[config.mk]
export PLATFORM = sky130hd
export DESIGN_NAME = bb3_mean
export DESIGN_NICKNAME = d
export VERILOG_FILES = /design/src/bb3_pkg.sv /design/src/bb3_mean.sv
export SDC_FILE = /design/constraint.sdc
export NUM_CORES = 1
export LEC_CHECK = 0
export BUFFER_PORTS_ARGS = -buffer_cell sky130_fd_sc_hd__buf_2
export CAP_MARGIN = 40
export CELL_PAD_IN_SITES_DETAIL_PLACEMENT = 0
export CELL_PAD_IN_SITES_GLOBAL_PLACEMENT = 1
export CORE_UTILIZATION = 30
export DETAILED_ROUTE_END_ITERATION = 6
export GPL_TIMING_DRIVEN = 0
export MAX_ROUTING_LAYER = met4
export PLACE_DENSITY = 0.56
export SYNTH_ARGS = -nofsm -noshare
export SYNTH_HDL_FRONTEND = slang
export SYNTH_SLANG_ARGS = --single-unit
export TNS_END_PERCENT = 30
[constraint.sdc]
create_clock -name clk -period 14.3 [get_ports clk]
set_input_delay 2.86 -clock clk [delete_from_list [all_inputs] [get_ports clk]]
set_output_delay 2.86 -clock clk [all_outputs]
set_load 0.005 [all_outputs]
[src/bb3_pkg.sv]
`timescale 1ns / 1ps
package bb3_pkg;

  localparam int MAX_SIDE = 1024;
  localparam int SIDE_W   = $clog2(MAX_SIDE + 1);
  localparam int COORD_W  = $clog2(MAX_SIDE);

  localparam int NUM_CH    = 3;
  localparam int CHAN_W    = 16;
  localparam int PIX_W     = NUM_CH * CHAN_W;
  localparam int COL_SUM_W = CHAN_W + 2;
  localparam int TOT_W     = CHAN_W + 4;

  // Channel lanes inside a pixel word
  localparam int CH_RED   = 2;
  localparam int CH_GREEN = 1;
  localparam int CH_BLUE  = 0;

  // Reciprocals for the neighborhood sizes 9 and 6, exact for any TOT_W sum
  localparam int RECIP_W     = 23;
  localparam int RECIP_SHIFT = 24;
  localparam logic [RECIP_W-1:0] RECIP_9 = RECIP_W'(1864136);
  localparam logic [RECIP_W-1:0] RECIP_6 = RECIP_W'(2796203);
  localparam int PROD_W = TOT_W + RECIP_W;

  // Neighborhood size codes
  localparam logic [1:0] CNT_9 = 2'd0;
  localparam logic [1:0] CNT_6 = 2'd1;
  localparam logic [1:0] CNT_4 = 2'd2;

  typedef logic [NUM_CH-1:0][CHAN_W-1:0] pixel_t;
  typedef logic [NUM_CH-1:0][TOT_W-1:0]  totals_t;

  // Item entering the window stage, registered when it is accepted
  typedef struct packed {
    logic               valid;
    logic               pixel;
    logic               emit;
    logic               last;
    logic [2:0]         col_use;
    logic [2:0]         row_use;
    logic [1:0]         cnt;
    logic [COORD_W-1:0] col;
    pixel_t             pix;
  } item_t;

  typedef struct packed {
    logic       emit;
    logic       last;
    logic [2:0] col_use;
    logic [2:0] row_use;
    logic [1:0] cnt;
  } win_tag_t;

  typedef struct packed {
    logic       emit;
    logic       last;
    logic [1:0] cnt;
  } sum_tag_t;

  typedef struct packed {
    logic               en;
    logic [COORD_W-1:0] addr;
  } ram_rd_t;

  typedef struct packed {
    logic               en;
    logic [COORD_W-1:0] addr;
    pixel_t             older;
    pixel_t             newer;
  } ram_wr_t;

endpackage

[src/bb3_mean.sv]
`timescale 1ns / 1ps
module bb3_mean (
  input  logic                        clk,
  input  logic                        rst,
  input  logic                        adv,
  input  bb3_pkg::sum_tag_t           s4,
  input  bb3_pkg::totals_t            s4_total,
  output logic                        out_valid,
  output logic [bb3_pkg::CHAN_W-1:0]  out_red,
  output logic [bb3_pkg::CHAN_W-1:0]  out_green,
  output logic [bb3_pkg::CHAN_W-1:0]  out_blue,
  output logic                        frame_last
);

  import bb3_pkg::*;

  logic [RECIP_W-1:0] recip;
  logic [PROD_W-1:0]  prod [NUM_CH];
  pixel_t             mean;

  assign recip = (s4.cnt == CNT_9) ? RECIP_9 : RECIP_6;

  always_comb begin
    for (int k = 0; k < NUM_CH; k++) begin
      prod[k] = PROD_W'(s4_total[k]) * PROD_W'(recip);
      case (s4.cnt)
        CNT_9:   mean[k] = prod[k][RECIP_SHIFT +: CHAN_W];
        CNT_6:   mean[k] = prod[k][RECIP_SHIFT +: CHAN_W];
        CNT_4:   mean[k] = s4_total[k][2 +: CHAN_W];
        default: mean[k] = s4_total[k][2 +: CHAN_W];
      endcase
    end
  end

  always_ff @(posedge clk) begin
    if (rst) begin
      out_valid <= 1'b0;
    end else if (adv) begin
      out_valid <= s4.emit;
    end
  end

  always_ff @(posedge clk) begin
    if (adv) begin
      out_red    <= mean[CH_RED];
      out_green  <= mean[CH_GREEN];
      out_blue   <= mean[CH_BLUE];
      frame_last <= s4.last;
    end
  end

endmodule

# Yosys cells after proc, flatten, opt, wreduce, memory -nomap -nowiden
# Cells that the tools add are included.
[op_classes]
multipliers = 3
n_eq_ne = 1
n_mux = 4
n_reduce_logical = 2
[ops]
columns = ["op", "n"]
rows = [
  ["multiplier 20 x 22 -> 40 bit", 3],
  ["two-way mux 16 bit", 3],
  ["two-way mux 22 bit", 1],
  ["== test 2 x 1 -> 1 bit, second input constant", 1],
  ["logical NOT 2 bit", 1],
  ["OR reduction 2 bit", 1],
]
[word_totals]
regBits = 50
input_bits = 67
output_inout_bits = 50
elab_cells = 15

# Depth between registers and ports, before layout
[depth]
word_depth = 4
depth_mapped = 30
depth_no_buf = 26

# Least setup slack after synthesis
# OpenSTA, ideal clock, no wires.
[synth_timing]
path_kind = "input -> register"
startpoint = "input s4[1] (netlist name)"
endpoint = "register out_blue[13] (netlist name), data pin"
setup_ns = 0.136
arrival_time_ns = 9.632
t_required_ns = 14.164
slack_ns = 4.532
stages = 27
n_path_buf = 4
cell_sequence = "buf_6 -> or2_1 -> buf_2 -> clkbuf_1 -> clkbuf_1 -> and2_1 -> inv_1 -> fa_1 -> fa_1 -> inv_1 -> fa_1 -> fa_1 -> fa_1 -> fa_1 -> inv_1 -> fa_1 -> inv_1 -> ha_1 -> nand4_1 -> o221ai_1 -> a31oi_1 -> o221ai_2 -> a41oi_4 -> a211oi_2 -> a21o_1 -> or4b_1 -> nand3_1"
[synth_lines]
columns = ["element", "line", "source"]
rows = [
  ["start: declaration", "bb3_mean.sv:6", "input bb3_pkg::sum_tag_t s4,"],
  ["end signal: assignment", "bb3_mean.sv:47", "out_blue <= mean[CH_BLUE];"],
  ["end: declaration", "bb3_mean.sv:11", "output logic [bb3_pkg::CHAN_W-1:0] out_blue,"],
]

==> summary.md <==
| Metric | Value |
|---|---|
| Max Cap Violations | `0` |
| Reg2reg path depth | `2` |
| Die W | `between 300 and 400 um` |
| Clk sinks | `50` |
| Row Count | `110` |
| Final #Nets | `4169` |
| Worst flop-to-flop path endpoint | `out_valid` |
| Crit-path most repeated cell | `fa_1` |
| Via Count | `~18000` |
| Min-Delay Path Class | `register to register` |
| Resize count post-CTS | `0` |
| Layout cell share with drive strength beyond 1 | `0.0612` |
| Max Slew Vio Count | `0` |
| Simple-Gate Fraction of Synth Area | `0.0635` |
| EDFF count, synth | `about 50` |
| CTS HTree Levels | `2` |
| Setup crit end kind | `register` |
| Period minus WS final | `around 12 ns` |
| Slew @ Worst Pin | `0.890 ns` |
| Non-Filler Instances | `4190` |
| Largest net degree at the start of global routing | `between 50 and 60` |
| Post-Syn Area | `~0.027 mm2` |
| Reg clk slew, reported paths | `roughly 0.11 ns` |
| Gr ovfl total | `0` |
| Core box area | `0.0903 mm2` |
| Placed cell count | `between 4000 and 5000` |
| Hold EP | `out_valid` |
| Skew-Pair Late Insertion Delay | `approximately 0.34 ns` |
| Root Driver | `clkbuf_16` |
| Crit path max fanout | `10` |
| Crit-path max cell delay | `between 0.6 and 0.7 ns` |
| Commonest non-fill, non-tap cells in the layout | `inv_1 (939), fa_1 (591), ha_1 (507)` |
| Final HPWL DP | `75.2 mm` |
| # DRC | `0` |
| R2R Path Start | `out_valid` |
| Max clock buf depth | `2` |
| Worst min-delay path startpoint | `out_valid` |
| Post-synthesis mux area share | `0.00114` |
| Routed wire length | `about 82 mm` |
| Initial core utilization | `0.304` |
| CTS tree | `done` |
| Vias in the first global route | `slightly above 20000` |
| Worst Setup Path Type | `input port to register` |
| Post-synth cell types | `between 70 and 80` |
| Drt wl/cell | `19.5 um` |
| DP Area | `roughly 0.03 mm2` |
| Most common cell after layout, fill and taps aside | `inv_1` |
| Critical Path AT | `approximately 12 ns` |
| Final Cycle Share | `0.833` |
| Final instance area | `approximately 0.03 mm2` |
| Reg2Reg Setup Slack | `between 10 and 15 ns` |
| First-pass GRT wire length | `126 mm` |
| Area Growth Syn to Fin | `9.62%` |
| Setup bufs post-CTS | `0` |
| Hold Vio Cnt, Final | `0` |
| Primary FF master, synth | `edfxtp_1` |
| I/O pin count | `~120` |
| Fin Clk Skew | `0 ns` |
| Slowest CP cell | `clkbuf_1` |
| Worst Path Required | `~14 ns` |
| Routed Antenna Nets | `0` |
| Adder and majority cell fraction of the synthesized area | `0.663` |
| Synth Area in Compound Gates | `0.0644` |
| Syn Inst Count | `around 2800` |
| CP startpoint kind | `input port` |
| RSZ-0062 raised after global routing | `no` |
| Die area | `roughly 0.09 mm2` |
| F_max | `approximately 84 MHz` |
| Post-synthesis xor/xnor area fraction | `0.0188` |
| Seq/Total Area, Yosys | `0.0544` |
| Initial antenna violation count | `10` |
| Routability cong. | `~0.89` |
| Drt first pass iters | `5` |
| Relative slew slack | `0.406` |
| Die Y | `304 um` |
| Mean Syn Cell Area | `between 9 and 10 um2` |
| Via density | `between 4 and 5` |
| DR iter-0 viols | `between 800 and 900` |
| Setup TNS | `0 ns` |
| CTS Hold Bufs | `0` |
| Hold Crit Depth | `2` |
| Port Buffers | `between 100 and 150` |
| Main combinational cell family by area after synthesis | `adder cells` |
| #FFs+latches synth | `50` |
| GRT Overall Usage | `0.190` |
| Status | `finished clean` |
| Setup Viol. Count Final | `0` |
| Yosys warns | `0` |
| Synth async-reset ratio | `0` |
| TritonCTS Buffers | `5` |
==> sequential cells by signal (all words and copies together) (netlist names) <==
name and flops:
frame_last 1, out_blue 16, out_green 16, out_red 16, out_valid 1
==> logic make-up (layout without fill, tap and decap cells) <==
logic type | after synthesis | after routing
buf+inv | 980 | 1119
xor+xnor | 59 | 59
mux | 3 | 3
compound gates | 266 | 266
fa+ha+maj | 1098 | 1098
other cells | 2 | 66
flops | 50 | 50
simple gates | 353 | 353
==> final cells by class <==
cell class                      instances  area [um2]
Multi-Input combinational cell       1836       22400
Inverter                              940        3530
Sequential cell                        50        1490
Clock inverter                          3        43.8
Timing Repair Buffer                  131         768
Buffer                                 40         159
Clock buffer                            5         125
Antenna cell                            9        22.5
Fill cell                            9545       60200
Tap cell                             1176        1470
==> worst max-delay path, delay by kind of cell <==
family | cells | cell delay, ns
AOI/OAI and AO/OA | 6 | 1.90
xor gates and xnor gates | 1 | 0.16
adders and majority gates | 8 | 3.83
buffers and inverters | 11 | 2.16
and+or+nand+nor | 4 | 1.08
==> metal layers <==
layer,GRT usage,vias to the layer above,routed length [um],share of wire
met4,0.0352,0,1260,0.015
met3,0.0249,51,3300,0.040
met5,-,-,0,0
met2,0.292,284,37000,0.45
met1,0.269,9165,40200,0.49
li1,-,8851,-,-
==> metrics by stage <==
stage,util,setup WS [ns],hold WS [ns]
5_1_grt,0.333,1.92,0.568
4_1_cts,0.333,2.21,0.516
2_1_floorplan,-,4.53,0.485
3_3_place_gp,0.329,0.945,0.473
3_5_place_dp,0.331,1.83,0.496
6_report,0.333,2.38,0.511
==> Yosys cell counts, drive strengths merged (4+ instances only) <==
cell type | number | area share
nand2 | 120 | 0.016
nand2b | 8 | 0.0018
a211oi | 11 | 0.0036
or2 | 23 | 0.0052
o31ai | 6 | 0.0018
xor2 | 25 | 0.0080
a21o | 36 | 0.0099
a21oi | 69 | 0.013
nand4 | 13 | 0.0030
nor2 | 65 | 0.0089
inv | 939 | 0.13
o21ai | 86 | 0.017
or3 | 5 | 0.0011
a2111oi | 4 | 0.0017
o211ai | 7 | 0.0024
xnor2 | 34 | 0.011
nand3 | 18 | 0.0033
nor2b | 10 | 0.0023
edfxtp | 49 | 0.054
clkbuf | 37 | 0.0051
o21bai | 4 | 0.0012
nor3 | 9 | 0.0016
and2 | 63 | 0.014
and3 | 4 | 0.00091
a31oi | 8 | 0.0021
and4 | 4 | 0.0013
ha | 507 | 0.23
fa | 591 | 0.43
o21a | 8 | 0.0022
==> worst max path at each step <==
| stage | from | end | slack [ns] |
|---|---|---|---|
| final | s4[0] | out_blue[14] | 2.38 |
| after global routing | s4[0] | out_blue[14] | 1.92 |
| after CTS | s4[0] | out_blue[12] | 2.21 |
| after detailed placement | s4[0] | out_blue[12] | 1.83 |
| after global placement | s4[0] | out_green[10] | 0.94 |
| after floorplan | s4[1] | out_blue[13] | 4.53 |
Power is left out: the tool's default activity adds up to more than one toggle a clock period on the data nets, which glitch-free logic cannot reach.
