$ cat config.mk
export PLATFORM = sky130hd
export DESIGN_NAME = bb3_window
export DESIGN_NICKNAME = d
export VERILOG_FILES = /design/src/bb3_pkg.sv /design/src/bb3_window.sv
export SDC_FILE = /design/constraint.sdc
export NUM_CORES = 1
export LEC_CHECK = 0
export BUFFER_PORTS_ARGS = -buffer_cell sky130_fd_sc_hd__buf_4
export CAP_MARGIN = 15
export CORE_UTILIZATION = 35
export CTS_CLUSTER_DIAMETER = 200
export CTS_CLUSTER_SIZE = 16
export DETAILED_ROUTE_END_ITERATION = 6
export GPL_ROUTABILITY_DRIVEN = 0
export REMOVE_ABC_BUFFERS = 1
export SLEW_MARGIN = 20
export SYNTH_ARGS = -nofsm -noshare
export SYNTH_HDL_FRONTEND = slang
export SYNTH_SLANG_ARGS = --single-unit
export TNS_END_PERCENT = 50
$ cat constraint.sdc
create_clock -name clk -period 29.8 [get_ports clk]
set_input_delay 1.49 -clock clk [delete_from_list [all_inputs] [get_ports clk]]
set_output_delay 1.49 -clock clk [all_outputs]
set_load 0.1 [all_outputs]
$ cat src/bb3_pkg.sv
`timescale 1ns / 1ps
package bb3_pkg;

  localparam int MAX_SIDE = 1024;
  localparam int SIDE_W   = $clog2(MAX_SIDE + 1);
  localparam int COORD_W  = $clog2(MAX_SIDE);

  localparam int NUM_CH    = 3;
  localparam int CHAN_W    = 16;
  localparam int PIX_W     = NUM_CH * CHAN_W;
  localparam int COL_SUM_W = CHAN_W + 2;
  localparam int TOT_W     = CHAN_W + 4;

  // Channel lanes inside a pixel word
  localparam int CH_RED   = 2;
  localparam int CH_GREEN = 1;
  localparam int CH_BLUE  = 0;

  // Reciprocals for the neighborhood sizes 9 and 6, exact for any TOT_W sum
  localparam int RECIP_W     = 23;
  localparam int RECIP_SHIFT = 24;
  localparam logic [RECIP_W-1:0] RECIP_9 = RECIP_W'(1864136);
  localparam logic [RECIP_W-1:0] RECIP_6 = RECIP_W'(2796203);
  localparam int PROD_W = TOT_W + RECIP_W;

  // Neighborhood size codes
  localparam logic [1:0] CNT_9 = 2'd0;
  localparam logic [1:0] CNT_6 = 2'd1;
  localparam logic [1:0] CNT_4 = 2'd2;

  typedef logic [NUM_CH-1:0][CHAN_W-1:0] pixel_t;
  typedef logic [NUM_CH-1:0][TOT_W-1:0]  totals_t;

  // Item entering the window stage, registered when it is accepted
  typedef struct packed {
    logic               valid;
    logic               pixel;
    logic               emit;
    logic               last;
    logic [2:0]         col_use;
    logic [2:0]         row_use;
    logic [1:0]         cnt;
    logic [COORD_W-1:0] col;
    pixel_t             pix;
  } item_t;

  typedef struct packed {
    logic       emit;
    logic       last;
    logic [2:0] col_use;
    logic [2:0] row_use;
    logic [1:0] cnt;
  } win_tag_t;

  typedef struct packed {
    logic       emit;
    logic       last;
    logic [1:0] cnt;
  } sum_tag_t;

  typedef struct packed {
    logic               en;
    logic [COORD_W-1:0] addr;
  } ram_rd_t;

  typedef struct packed {
    logic               en;
    logic [COORD_W-1:0] addr;
    pixel_t             older;
    pixel_t             newer;
  } ram_wr_t;

endpackage

$ cat src/bb3_window.sv
`timescale 1ns / 1ps
module bb3_window (
  input  logic              clk,
  input  logic              rst,
  input  logic              adv,
  input  bb3_pkg::item_t    s1,
  input  bb3_pkg::pixel_t   older_rd,
  input  bb3_pkg::pixel_t   newer_rd,
  output bb3_pkg::ram_wr_t  wr,
  output bb3_pkg::sum_tag_t s4,
  output bb3_pkg::totals_t  s4_total
);

  import bb3_pkg::*;

  // win[column][row]: column 0 oldest, row 0 topmost
  pixel_t   win [3][3];
  win_tag_t s2;
  sum_tag_t s3;
  logic [NUM_CH-1:0][COL_SUM_W-1:0] colsum [3];
  logic [NUM_CH-1:0][COL_SUM_W-1:0] colsum_next [3];
  totals_t  total_next;

  // Rotate the column: newer row moves to older, the new pixel becomes newer
  assign wr.en    = adv & s1.valid & s1.pixel;
  assign wr.addr  = s1.col;
  assign wr.older = newer_rd;
  assign wr.newer = s1.pix;

  always_ff @(posedge clk) begin
    if (adv && s1.valid) begin
      win[0]    <= win[1];
      win[1]    <= win[2];
      win[2][0] <= older_rd;
      win[2][1] <= newer_rd;
      win[2][2] <= s1.pix;
    end
  end

  always_comb begin
    for (int j = 0; j < 3; j++) begin
      for (int k = 0; k < NUM_CH; k++) begin
        colsum_next[j][k] = '0;
        for (int r = 0; r < 3; r++) begin
          if (s2.col_use[j] && s2.row_use[r]) begin
            colsum_next[j][k] = colsum_next[j][k] + COL_SUM_W'(win[j][r][k]);
          end
        end
      end
    end
  end

  always_comb begin
    for (int k = 0; k < NUM_CH; k++) begin
      total_next[k] = TOT_W'(colsum[0][k]) + TOT_W'(colsum[1][k]) + TOT_W'(colsum[2][k]);
    end
  end

  always_ff @(posedge clk) begin
    if (rst) begin
      s2.emit <= 1'b0;
      s3.emit <= 1'b0;
      s4.emit <= 1'b0;
    end else if (adv) begin
      s2.emit <= s1.emit;
      s3.emit <= s2.emit;
      s4.emit <= s3.emit;
    end
  end

  always_ff @(posedge clk) begin
    if (adv) begin
      s2.last    <= s1.last;
      s2.col_use <= s1.col_use;
      s2.row_use <= s1.row_use;
      s2.cnt     <= s1.cnt;
      s3.last    <= s2.last;
      s3.cnt     <= s2.cnt;
      colsum     <= colsum_next;
      s4.last    <= s3.last;
      s4.cnt     <= s3.cnt;
      s4_total   <= total_next;
    end
  end

endmodule

# After elaboration in Yosys (flattened, before gate mapping)
# Memory sizes are Yosys's and may differ from the RTL's.
# Cells that the tools add are included.
dict set report word_totals {
  reg_bits 240
  mem_bits_rw 432
  input_bits 169
  output_inout_bits 171
  word_cells 89
  n_memories 1
}
dict set report op_classes {
  addsub 24
  n_mux 29
  bitwise_logic 2
  n_reduce_logical 10
}
# name depth word_bits read_ports rd_clocked_by_memory_dff write_ports line
set mem_list {}
lappend mem_list {win 3 144 3 0 3 bb3_window.sv:17} ;# pixel_t win [3][3];
# op n
set op_table {}
lappend op_table {{18-bit by 16-bit adder with 18-bit output} 18}
lappend op_table {{18-bit two-way mux} 18}
lappend op_table {{16-bit two-way mux} 9}
lappend op_table {{19-bit by 18-bit adder with 20-bit output} 3}
lappend op_table {{18-bit by 18-bit adder with 19-bit output} 3}
lappend op_table {{1-bit logical AND} 10}
lappend op_table {{1-bit AND} 2}
lappend op_table {{1-bit two-way mux} 2}

# Longest topological paths before layout
dict set report logic_depth {
  depth_word 6
  mapped_depth 27
  depth_no_buf 23
}

# Least setup slack after synthesis
# OpenSTA, ideal clock, no wires.
dict set report synth_path {
  kind {input -> register}
  start {input adv}
  end {memory win[0][0] (netlist name), enable pin}
  setup_ps 849
  arrival_ps 11198
  path_slack_ps 17752
  path_stages 1
  n_path_buf 0
  path_cell_list {and2_1}
}
# item line
set synth_rtl {}
lappend synth_rtl {{start: declaration} bb3_window.sv:5} ;# input logic adv,
lappend synth_rtl {{end: declaration} bb3_window.sv:17}

==> flow_results.org <==
** Worst setup path
- First element of the critical path :: s2[2]
- Cell family with most CP delay :: simple AND/OR/NAND/NOR gates
- Start-to-end type of the worst setup path :: reg -> reg
- The worst register-to-register path ends at colsum[33].
- Along the worst path, the maximum fanout reaches 44.
- STA puts the critical path data required time at 30170 ps.
- Setup crit end kind :: flip-flop
- The signal on the critical path passes through buf_4 > and2_2 > buf_4 > nand2_1 > inv_1 > ha_1 > a21oi_1 > o21ai_0 > a311oi_1 > nand2b_1 > nor2b_1 > xnor2_1 > o2bb2ai_1 > ha_1 > or2_2 > o311a_1 > and4_1 > o31a_1 > or4_1 > a41o_1 > xor2_1 > nand2_1 > o221ai_1.
- Across all register-to-register paths, the minimum setup slack is 23540 ps.
- Origin of the critical flop-to-flop path :: s2[2]
- Signal arrival time at the worst endpoint :: 6630 ps
- Longest individual stage delay on the worst path :: 500 ps
- Together, buffers and inverters on the worst path number 3.
- Setup crit end :: colsum[33]
- Cell count along the critical path :: 23
- On the critical path, the stage with the largest delay is an instance of buf_4.
- STA classifies the critical path startpoint as a flip-flop.
- Worst Reg-to-Reg Cells :: 23

** Clocking
- In this run, post-CTS repair resized a total of 0 instances.
- Buffers added to address setup during post-CTS repair amount to 0.
- Number of sinks handled by clock tree synthesis :: 672
- Clock tree synthesis selected as its root buffer the cell clkbuf_16.
- TritonCTS clock tree :: yes
- No sink is reached through more buffers than the 3 on the longest clock path.
- Clock-pin slew was measured on the worst setup and hold paths at 80 ps.
- Hold-fix buffers, CTS :: 0
- CTS Buf Count :: 47
- At the later pin of the worst-skew pair, clock insertion delay measures 650 ps.
- The H-tree was split into 2 levels.

** Min path
- Cells on Worst Hold Path :: 0
- Worst min-delay path category :: reg -> reg

** Global route
- Global routing usage summed across all routing layers :: 18.4%
- Entering global routing, the biggest net connects 158 pins.
- Number of global-route vias before repair :: 28000
- The first global-routing pass estimated 168000 µm of wire.
- Initial antenna violation count :: 3
- For this run the aggregate overflow at the end of global routing stands at 0.

** Pwr
- Fraction of power consumed by sequential logic :: 41.9%
- Clock power share :: 21.6%
- For this design the total switching power over the nets is 1.11 mW.
- For this design the ratio of total power to cell area is 63.0 mW/mm².
- The internal portion of the total power is 1.79 mW.
- Tot Pwr :: 2.90 mW
- Leakage power :: 18.9 nW
- VDD sags by at most 0.0630 mV.
- Combinational share of power :: 36.5%
- Proportion of total power due to net switching :: 38.4%

** Timing
- Period utilisation layout :: 21.0%
- Setup repair after global routing left no endpoint under its margin.
- Max Clock Freq :: 0.160 GHz
- The max-slew violation total from the final report came to 0.
- On the final layout, the worst hold slack is 425 ps.
- For the final routed database, the setup TNS stands at 0 ps.
- In the post-route analysis, the smallest setup slack over all paths is 23540 ps.
- Final worst clock skew :: 23.7 ps
- The worst path needs 6260 ps of the cycle, external delays included.
- Worst slew pin tran :: 1070 ps
- Number of hold violations in the final report :: 0
- Setup violations remaining at the end of the flow were counted as 0.
- Headroom to the max-slew limit came out at 28.9%.

** Synthesis
- Synthesis Warnings :: 0
- Syn Std Cell Area :: 0.0414 mm²
- Of the synthesized area, sequential elements account for 48.6%.
- Synth top cells by count :: edfxtp_1 (669), nand2_1 (371), ha_1 (330)
- The synthesized design spends more area on one cell type than any other, namely edfxtp_1.
- Number of enable-type register cells in the synthesized netlist :: 669
- Synth cell types :: 97
- Cells after synthesis :: 3728
- Mean Syn Cell Area :: 11.1 µm²
- The top cell type by area accounts for 48.5% of the synthesized area.
- Leading post-synthesis cells by cell area :: edfxtp_1 (48%), ha_1 (10%), fa_1 (3.6%)
- The most used flip-flop cell after synthesis is edfxtp_1.
- Most numerous cell in the Yosys netlist :: edfxtp_1
- Counting flops with an async set or reset pin after synthesis yields a share of 0%.
- After synthesis the netlist holds a flip-flop and latch count of 672.

** Placement
- The number of placed instances, taps included, is 5388.
- During placement, the flow inserted port buffers numbering 319.
- After legalization and detailed placement, the total HPWL measured 83700 µm.
- DP Area :: 0.0448 mm²
- Timing analysis after detailed placement gives a worst setup slack of 23660 ps.

** Drt
- Total vias in the final route :: 29500
- Number of vias per cell :: 5.42
- The first detailed-routing pass took 7 iterations.
- For this block, the routed nets add up to 113000 µm of wire.
- Initial detailed-routing violation count :: 2336
- Number of antenna-violating nets in the routed design :: 0
- Dividing the detail-routed wire length by the instance count gives 20.8 µm.
- # DRC :: 0

** Run status
- The flow ran to the end, and the final reports show no timing, DRC or antenna violations.

** Layout
- Filler cell count in the final layout :: 11200
- Final cell utilization of the core :: 39.4%
- Fraction of final layout cells sized beyond drive strength 1 :: 12.9%
- Number of cells in the finished layout apart from fillers :: 5447
- Number of nets in the finished design :: 4487
- 0 antenna diodes ended up in the layout.
- Relative to the synthesized area, the layout overhead comes to 11.1%.
- Post-route cell area :: 0.0460 mm²

** Floorplan
- Number of placement rows :: 125
- Area inside the core boundary :: 0.117 mm²
- During I/O placement, the number of pins put on the boundary was 340.
- Floorplan die width :: 346 µm
- The die is 346 µm tall.
- Area enclosed by the die boundary :: 0.120 mm²
- The initial utilization of the core area, before any placement, comes to 35.5%.

** Job
- The tool flagged a number of max-cap violations equal to 0.
==> logic make-up after synthesis <==
logic type / after synthesis / synth area share (%)
AOI/OAI and AO/OA: 970 / 15.2
xor gates and xnor gates: 255 / 5.39
adders and majority gates: 417 / 13.9
buffers and inverters: 383 / 4.57
DFF: 672 / 48.6
muxes: 53 / 1.43
and+or+nand+nor: 978 / 10.9
==> layout by cell type, fill, tap and decap left out, drive strengths merged, types with 59 or more instances in the layout <==
master    n
xnor2   142
buf     350
nand3    71
nand2   371
a21o     82
o21a     63
inv     169
clkbuf   59
fa       75
xor2    113
and3     79
o21ai   242
a21oi   246
ha      330
nor2    218
edfxtp  669
nor3     63
==> area by class of cell <==
cell class                 instances  area (µm²)  area share [%]
multi-input combinational       2673       19400            42.2
timing repair buffer             350        2660            5.78
clock buffer                      59        1260            2.75
sequential                       672       20100            43.8
inverter                         169         634            1.38
tap                             1524        1910            4.14
==> routing by layer <==
layer	wire (µm)	vias to the layer above	part of all wire [%]	GRT usage, %
li1	-	14100	-	-
met3	7560	130	6.7	2.05
met2	52000	992	46	30.1
met5	0	-	0	0
met1	51100	14300	45	25.7
met4	2550	0	2.3	4.89
==> power by group through the flow <==
stage	Sequential [mW]	Combinational (mW)	Clock [mW]
finish	1.21	1.06	0.627
global route	1.22	1.14	0.677
CTS	1.22	1.06	0.650
detailed placement	1.24	1.05	0
global placement	1.24	1.04	0
floorplan	1.48	0.481	0
==> how the worst min path moves through the flow <==
stage | startpoint | to | slack [ps]
6_report | s3[1] | s4[1] | 420
5_1_grt | s2[0] | s3[0] | 450
4_1_cts | s3[1] | s4[1] | 420
3_5_place_dp | s3[1] | s4[1] | 410
3_3_place_gp | s3[1] | s4[1] | 400
2_1_floorplan | s2[0] | s3[0] | 400
==> worst reg2reg max path: stages, from the launching register on <==
cell,delay (ps)
edfxtp_1,360
buf_4,500
and2_2,490
buf_4,380
nand2_1,120
inv_1,100
ha_1,240
a21oi_1,240
o21ai_0,120
a311oi_1,440
nand2b_1,160
nor2b_1,160
xnor2_1,140
o2bb2ai_1,160
ha_1,300
or2_2,320
o311a_1,150
and4_1,240
o31a_1,310
or4_1,470
a41o_1,300
xor2_1,140
nand2_1,60
o221ai_1,110
==> state kept, by name, summed over array words and instances, names as in the netlist <==
register  count
colsum      162
s2           10
s3            4
s4            4
s4_total     60
win         432
(Power assumes the default switching activity.)
