--- src/bb3_pkg.sv ---
`timescale 1ns / 1ps
package bb3_pkg;

  localparam int MAX_SIDE = 1024;
  localparam int SIDE_W   = $clog2(MAX_SIDE + 1);
  localparam int COORD_W  = $clog2(MAX_SIDE);

  localparam int NUM_CH    = 3;
  localparam int CHAN_W    = 16;
  localparam int PIX_W     = NUM_CH * CHAN_W;
  localparam int COL_SUM_W = CHAN_W + 2;
  localparam int TOT_W     = CHAN_W + 4;

  // Channel lanes inside a pixel word
  localparam int CH_RED   = 2;
  localparam int CH_GREEN = 1;
  localparam int CH_BLUE  = 0;

  // Reciprocals for the neighborhood sizes 9 and 6, exact for any TOT_W sum
  localparam int RECIP_W     = 23;
  localparam int RECIP_SHIFT = 24;
  localparam logic [RECIP_W-1:0] RECIP_9 = RECIP_W'(1864136);
  localparam logic [RECIP_W-1:0] RECIP_6 = RECIP_W'(2796203);
  localparam int PROD_W = TOT_W + RECIP_W;

  // Neighborhood size codes
  localparam logic [1:0] CNT_9 = 2'd0;
  localparam logic [1:0] CNT_6 = 2'd1;
  localparam logic [1:0] CNT_4 = 2'd2;

  typedef logic [NUM_CH-1:0][CHAN_W-1:0] pixel_t;
  typedef logic [NUM_CH-1:0][TOT_W-1:0]  totals_t;

  // Item entering the window stage, registered when it is accepted
  typedef struct packed {
    logic               valid;
    logic               pixel;
    logic               emit;
    logic               last;
    logic [2:0]         col_use;
    logic [2:0]         row_use;
    logic [1:0]         cnt;
    logic [COORD_W-1:0] col;
    pixel_t             pix;
  } item_t;

  typedef struct packed {
    logic       emit;
    logic       last;
    logic [2:0] col_use;
    logic [2:0] row_use;
    logic [1:0] cnt;
  } win_tag_t;

  typedef struct packed {
    logic       emit;
    logic       last;
    logic [1:0] cnt;
  } sum_tag_t;

  typedef struct packed {
    logic               en;
    logic [COORD_W-1:0] addr;
  } ram_rd_t;

  typedef struct packed {
    logic               en;
    logic [COORD_W-1:0] addr;
    pixel_t             older;
    pixel_t             newer;
  } ram_wr_t;

endpackage

--- src/bb3_ctrl.sv ---
`timescale 1ns / 1ps
module bb3_ctrl (
  input  logic                       clk,
  input  logic                       rst,
  input  logic                       adv,
  input  logic                       in_valid,
  input  logic                       func,
  input  bb3_pkg::pixel_t            in_pix,
  input  logic                       cfg_fire,
  input  logic [bb3_pkg::SIDE_W-1:0] side_length,
  output bb3_pkg::ram_rd_t           rd,
  output bb3_pkg::item_t             s1
);

  import bb3_pkg::*;

  logic [COORD_W-1:0] side_last;
  logic [COORD_W-1:0] irow, icol, orow, ocol;
  logic [COORD_W-1:0] irow_next, icol_next, orow_next, ocol_next;
  logic               frame_complete, frame_complete_next;
  logic [SIDE_W-1:0]  side_fix;
  logic               fire, pixel_mode, drain_mode, emit;
  logic               left, right, top, bottom;
  logic [1:0]         cnt;

  assign fire       = in_valid & adv;
  assign pixel_mode = ~frame_complete & ~func;
  assign drain_mode = frame_complete;
  assign emit = drain_mode |
                (pixel_mode & ((irow > COORD_W'(1)) |
                               ((irow == COORD_W'(1)) & (icol != '0))));

  assign left   = (ocol == '0);
  assign right  = (ocol == side_last);
  assign top    = (orow == '0);
  assign bottom = (orow == side_last);

  always_comb begin
    if ((left | right) & (top | bottom)) begin
      cnt = CNT_4;
    end else if (left | right | top | bottom) begin
      cnt = CNT_6;
    end else begin
      cnt = CNT_9;
    end
  end

  // Clamp the written side length into the supported range
  always_comb begin
    if (side_length < SIDE_W'(2)) begin
      side_fix = SIDE_W'(2);
    end else if (side_length > SIDE_W'(MAX_SIDE)) begin
      side_fix = SIDE_W'(MAX_SIDE);
    end else begin
      side_fix = side_length;
    end
  end

  always_comb begin
    irow_next           = irow;
    icol_next           = icol;
    orow_next           = orow;
    ocol_next           = ocol;
    frame_complete_next = frame_complete;
    if (pixel_mode) begin
      if (icol == side_last) begin
        icol_next = '0;
        if (irow == side_last) begin
          irow_next           = '0;
          frame_complete_next = 1'b1;
        end else begin
          irow_next = irow + COORD_W'(1);
        end
      end else begin
        icol_next = icol + COORD_W'(1);
      end
    end else if (drain_mode) begin
      // drain items walk the line stores for the bottom row
      icol_next = icol + COORD_W'(1);
    end
    if (emit) begin
      if (right & bottom) begin
        irow_next           = '0;
        icol_next           = '0;
        orow_next           = '0;
        ocol_next           = '0;
        frame_complete_next = 1'b0;
      end else if (right) begin
        ocol_next = '0;
        orow_next = orow + COORD_W'(1);
      end else begin
        ocol_next = ocol + COORD_W'(1);
      end
    end
  end

  always_ff @(posedge clk) begin
    if (rst) begin
      side_last      <= COORD_W'(1);
      irow           <= '0;
      icol           <= '0;
      orow           <= '0;
      ocol           <= '0;
      frame_complete <= 1'b0;
    end else if (cfg_fire) begin
      side_last      <= COORD_W'(side_fix - SIDE_W'(1));
      irow           <= '0;
      icol           <= '0;
      orow           <= '0;
      ocol           <= '0;
      frame_complete <= 1'b0;
    end else if (fire) begin
      irow           <= irow_next;
      icol           <= icol_next;
      orow           <= orow_next;
      ocol           <= ocol_next;
      frame_complete <= frame_complete_next;
    end
  end

  assign rd.en   = fire & (pixel_mode | drain_mode);
  assign rd.addr = icol;

  always_ff @(posedge clk) begin
    if (rst) begin
      s1.valid <= 1'b0;
      s1.emit  <= 1'b0;
    end else if (adv) begin
      s1.valid <= fire & (pixel_mode | drain_mode);
      s1.emit  <= fire & emit;
    end
  end

  always_ff @(posedge clk) begin
    if (adv) begin
      s1.pixel   <= pixel_mode;
      s1.last    <= right & bottom;
      s1.col_use <= right ? 3'b011 : (left ? 3'b110 : 3'b111);
      s1.row_use <= {~bottom, 1'b1, ~top};
      s1.cnt     <= cnt;
      s1.col     <= icol;
      s1.pix     <= in_pix;
    end
  end

  a_complete_row: assert property (@(posedge clk) disable iff (rst)
    frame_complete |-> (irow == '0))
    else $error("input row not cleared at end of frame");

  a_drain_start: assert property (@(posedge clk) disable iff (rst)
    $rose(frame_complete) |->
      (orow == COORD_W'(side_last - COORD_W'(1))) && (ocol == side_last))
    else $error("output position wrong when the frame completes");

  a_output_lag: assert property (@(posedge clk) disable iff (rst)
    (!frame_complete && irow > COORD_W'(1)) |->
      (COORD_W'(orow + COORD_W'(1)) == irow) ||
      ((COORD_W'(orow + COORD_W'(2)) == irow) && (ocol == side_last)))
    else $error("output position does not trail input by one row");

endmodule

--- config.mk ---
export PLATFORM = sky130hd
export DESIGN_NAME = bb3_ctrl
export DESIGN_NICKNAME = d
export VERILOG_FILES = /design/src/bb3_pkg.sv /design/src/bb3_ctrl.sv
export SDC_FILE = /design/constraint.sdc
export NUM_CORES = 1
export LEC_CHECK = 0
export BUFFER_PORTS_ARGS = -buffer_cell sky130_fd_sc_hd__buf_2
export CAP_MARGIN = 5
export CORE_MARGIN = 8
export CORE_UTILIZATION = 53
export DETAILED_ROUTE_END_ITERATION = 8
export PLACE_DENSITY = 0.8
export SYNTH_ARGS = -nofsm -noshare
export SYNTH_HDL_FRONTEND = slang
export SYNTH_SLANG_ARGS = --single-unit
--- constraint.sdc ---
create_clock -name clk -period 3.9 [get_ports clk]
set_clock_uncertainty 0.05 [all_clocks]
set_input_delay 1.17 -clock clk [delete_from_list [all_inputs] [get_ports clk]]
set_output_delay 1.17 -clock clk [all_outputs]
set_load 0.01 [all_outputs]
======== After elaboration in Yosys (flattened, before gate mapping) ========
Index checks and enable logic that the tools add are counted.
operators by class
  add/subtract/negate cells ............... 5
  order comparisons ....................... 3
  equality and inequality tests ........... 5
  mux-type cells .......................... 23
  bitwise logic cells ..................... 19
  reductions and logical operators ........ 7
operator list
  kind                   number
  $mux 10                16
  $add 10x1->10 const B  4
  $eq 10x10->1           4
  $logic_not 10->1       2
  $gt 11x11->1 const B   1
  $lt 11x2->1 const B    1
  $eq 10x1->1 const B    1
  $gt 10x1->1 const B    1
  $reduce_bool 10->1     1
  $sub 10x1->10 const B  1
  $and 1x1->1            8
  $mux 1                 7
  $or 1x1->1             7
  $not 1->1              4
  $reduce_and 3->1       1
  $reduce_and 2->1       1
  $reduce_bool 2->1      1
  $reduce_or 2->1        1
storage, ports and cells
  bits in registers ....................... 120
  bits of input ports ..................... 65
  output and inout bits ................... 81
  logic and storage cells ................. 79

======== Longest topological paths before layout ========
  depth in word-level cells ............... 6
  depth in mapped cells ................... 10
  depth with buffers taken out ............ 9

======== Worst setup path before layout ========
No wires, ideal clock.
  path type ............................... input-to-reg
  start ................................... input side_length[5] in the netlist's numbering
  end ..................................... register side_last[8]
  setup time .............................. 0.101 ns
  arrival time ............................ 3.497 ns
  required time ........................... 3.749 ns
  slack ................................... 0.252 ns
  stages on the path ...................... 8
  buffers on the path ..................... 0
  cells stage by stage .................... or3_1 or4b_2 o311ai_0 ha_1 o21ai_0 nor2_1 nor2_1 o41ai_1
between the ends
  longest elaborated chain between the ends .. 4
  elaborated cells between the ends (all ways) .. 5
  those cells by class .................... 1 x add/sub; 2 x order compare; 2 x mux
ends and longest elaborated chain
  what                  line             text
  from (decl)           bb3_ctrl.sv:10   input logic [bb3_pkg::SIDE_W-1:0] side_length,
  $gt 11x11->1          bb3_ctrl.sv:52   end else if (side_length > SIDE_W'(MAX_SIDE)) begin
  $mux 10               bb3_ctrl.sv:52
  $mux 10 (*)           bb3_ctrl.sv:50   if (side_length < SIDE_W'(2)) begin
  $sub 10x1->10 (*)     bb3_ctrl.sv:106  side_last <= COORD_W'(side_fix - SIDE_W'(1));
  to (signal assigned)  bb3_ctrl.sv:106
  to (decl)             bb3_ctrl.sv:17   logic [COORD_W-1:0] side_last;
Every way passes the cells marked *; elsewhere a longest branch is shown, timed or not.
A chain may end at the register's enable or synchronous reset.

======== Worst setup path in the final report ========
Same ends and word-level chain as after synthesis.

==> metrics.txt <==
xor/xnor share of the synthesized area 0.0863; GRT Util Overall 0.210; Initial DRC Count 377; DRT Wirelength 15000 um; largest net degree at the start of global routing 70; # hold bufs at CTS 0; Max-cap violations 0; total CTS buffers 17; final hold vios 0; Crit Path Max Fanout 4; main combinational cell family by area after synthesis simple AND/OR/NAND/NOR gates; Die Ht 119 um; Overall Power 0.00336 W; first-pass GRT wire length 23700 um; relative slew slack 0.440; Reg-to-Reg End icol[8]; min Tclk post-route 3.42 ns; Compound-Gate Fraction of Synth Area 0.116; Simple-Gate Fraction of Synth Area 0.173; Synth area leader edfxtp_1; Post-CTS Setup Inserts 0; final setup fails 0; Die X 119 um; GP Congestion 0.883; number of enable flip-flop cells after synthesis 66; Diodes inserted 0; Max Freq 0.293 GHz; Fill cells 774; Root Buffer Master clkbuf_8; Initial Utilization 0.543; layout net count 740; CTS sink cnt 119; post-synthesis mux area share 0.00538; Tightest Pin Transition 0.832 ns; top_reg_cell synth edfxtp_1; layout cells sized above 1 0.289; post-synthesis sequential area ratio 0.545; fin crit share 0.876; hold path startpoint s1[69]; worst-case reg-to-reg path depth 8; total negative slack 0 ns; hpwl dp 10900 um; CTS max path bufs 2; Netlist cell types 63; Final Hold Slack 0.420 ns; via count 4636; footprint of the multi-input gates 0.00227 sq mm; RSZ-0062 raised after global routing no; kind of start point of the critical path primary input; Reg area 0.00304 sq mm; Synth Area in Adders 0.0224; Mapped Area 0.00558 sq mm; Area Overhead vs Synth 25.3%; I/O pins 146; Post-CTS Resized 0; fin. max-slew vios 0; number of H-tree levels 4; drt first pass iters 5; routed len/inst 18.5 um; initial antenna violation count 0; global route total overflow 0; Syn Area/Cell 10.5 sq um; Reg2Reg Launch Point icol[0]; Seq cells post-synth 119; crit path DAT 3.79 ns; Clk Latency, worst-skew pair 0.52 ns; Hold Path End s1[69]; r2r setup slk 0.80 ns; WP data required 4.27 ns; CTS tree done; Final ANT Viol Nets 0; Placeable Area 0.0103 sq mm; status finished clean; Die Area 0.0141 sq mm; WHS Path Cells 2; # port buffers 143; worst hold-check path type reg -> reg; Crit Path Class in -> reg; number of global-route vias before repair 4442; FP Rows 37; Synth async-reset ratio 0; Yosys top cell area share 0.355; Crit. End Element register; worst vdd ir 0.278 mV; PwrDens 481 mW/mm^2; clock-pin slew on the worst setup and hold paths 0.06 ns; drt via density 5.70; Post-Syn Instances 530; YS warnings 0; drc violations 0; synth top area cells edfxtp_1, dfxtp_1, xnor2_1, nor2_1, nand2_1; Leak Pwr 2.67 nW
-- through the flow --
step | setup slack, ns | instances | utilization | instance area [sq um]
2_1_floorplan | 0.252 | 531 | - | 5590
3_3_place_gp | 0.105 | 782 | 0.617 | 6340
3_5_place_dp | 0.00253 | 782 | 0.617 | 6340
4_1_cts | 0.518 | 814 | 0.681 | 6990
5_1_grt | 0.362 | 814 | 0.681 | 6990
6_report | 0.483 | 814 | 0.681 | 6990
-- how the worst max path moves through the flow --
stage / slack (ns) / end / depth (start not counted) / from
floorplan: 0.25 / side_last[8] / 8 / side_length[5]
global placement: 0.11 / side_last[8] / 9 / side_length[5]
detailed placement: 0.003 / side_last[8] / 9 / side_length[5]
CTS: 0.52 / side_last[6] / 8 / side_length[5]
global route: 0.36 / side_last[8] / 9 / side_length[5]
finish: 0.48 / side_last[8] / 9 / side_length[5]
-- cell type report --
type	instances	share of cell area
Inverter	21	0.0116
Tap cell	136	0.0243
Timing Repair Buffer	152	0.112
Clock buffer	18	0.0612
Sequential cell	119	0.435
Clock inverter	14	0.0317
Multi-Input combinational cell	354	0.324
-- cells in the final DEF (no fill, tap or decap), types with 9 or more instances in the layout --
cell type / instances
buf_4: 9
xor2_1: 13
buf_2: 143
nor4_1: 10
nor3_1: 16
clkbuf_16: 16
nand2_1: 38
a21oi_1: 11
nand4_1: 15
xnor2_1: 42
inv_1: 20
or3_1: 11
nor2_1: 50
nand3_1: 14
o21ai_0: 19
ha_1: 10
edfxtp_1: 66
dfxtp_1: 53
-- synth_stat cells (4+ instances only) --
cell	count
a211oi_1	7
a21oi_1	11
a22oi_1	4
a31oi_1	4
and2_1	5
and3_1	4
buf_2	5
buf_4	7
buf_6	4
clkbuf_1	19
dfxtp_1	53
edfxtp_1	66
ha_1	10
inv_1	20
nand2_1	38
nand2b_1	8
nand3_1	14
nand4_1	15
nor2_1	50
nor2b_1	5
nor3_1	16
nor4_1	10
o211ai_1	5
o21ai_0	19
o41ai_1	5
or2_2	4
or3_1	11
xnor2_1	42
xor2_1	13
-- cell families (layout without fill, tap and decap cells) --
logic type,count (synthesis),after routing
fa+ha+maj,10,10
compound gates,92,92
buf+inv,58,205
simple gates,192,192
flops,119,119
mux,3,3
xor+xnor,55,55
other cells,1,2
-- where the power goes --
part           leakage [nW]  internal [W]  total (W)  switching [W]
sequential             1.08       0.00138    0.00142      0.0000368
clock                 0.308       0.00112    0.00170       0.000579
combinational          1.28      0.000101   0.000238       0.000138
total                  2.67       0.00261    0.00336       0.000753
-- critical path, cell delays in order --
cell and delay, ns:
buf_2 0.11, or3_1 0.44, or4b_2 0.69, o311ai_0 0.48
ha_1 0.25, o21ai_0 0.18, nor2_1 0.15, nor2_1 0.05
o41ai_1 0.27
-- metal layers --
metal	global-route usage	share of wire	vias to the layer above
met5	0	0	-
met4	0.0759	0.020	0
met3	0.0614	0.080	36
met2	0.356	0.49	219
met1	0.250	0.41	2205
li1	-	-	2176
-- flip-flops by register name, indices dropped and copies added (netlist names) --
name	cells
s1	68
icol	10
irow	10
ocol	10
orow	10
side_last	10
drain_mode	1
No activity file was read; power rests on OpenSTA's default activity.
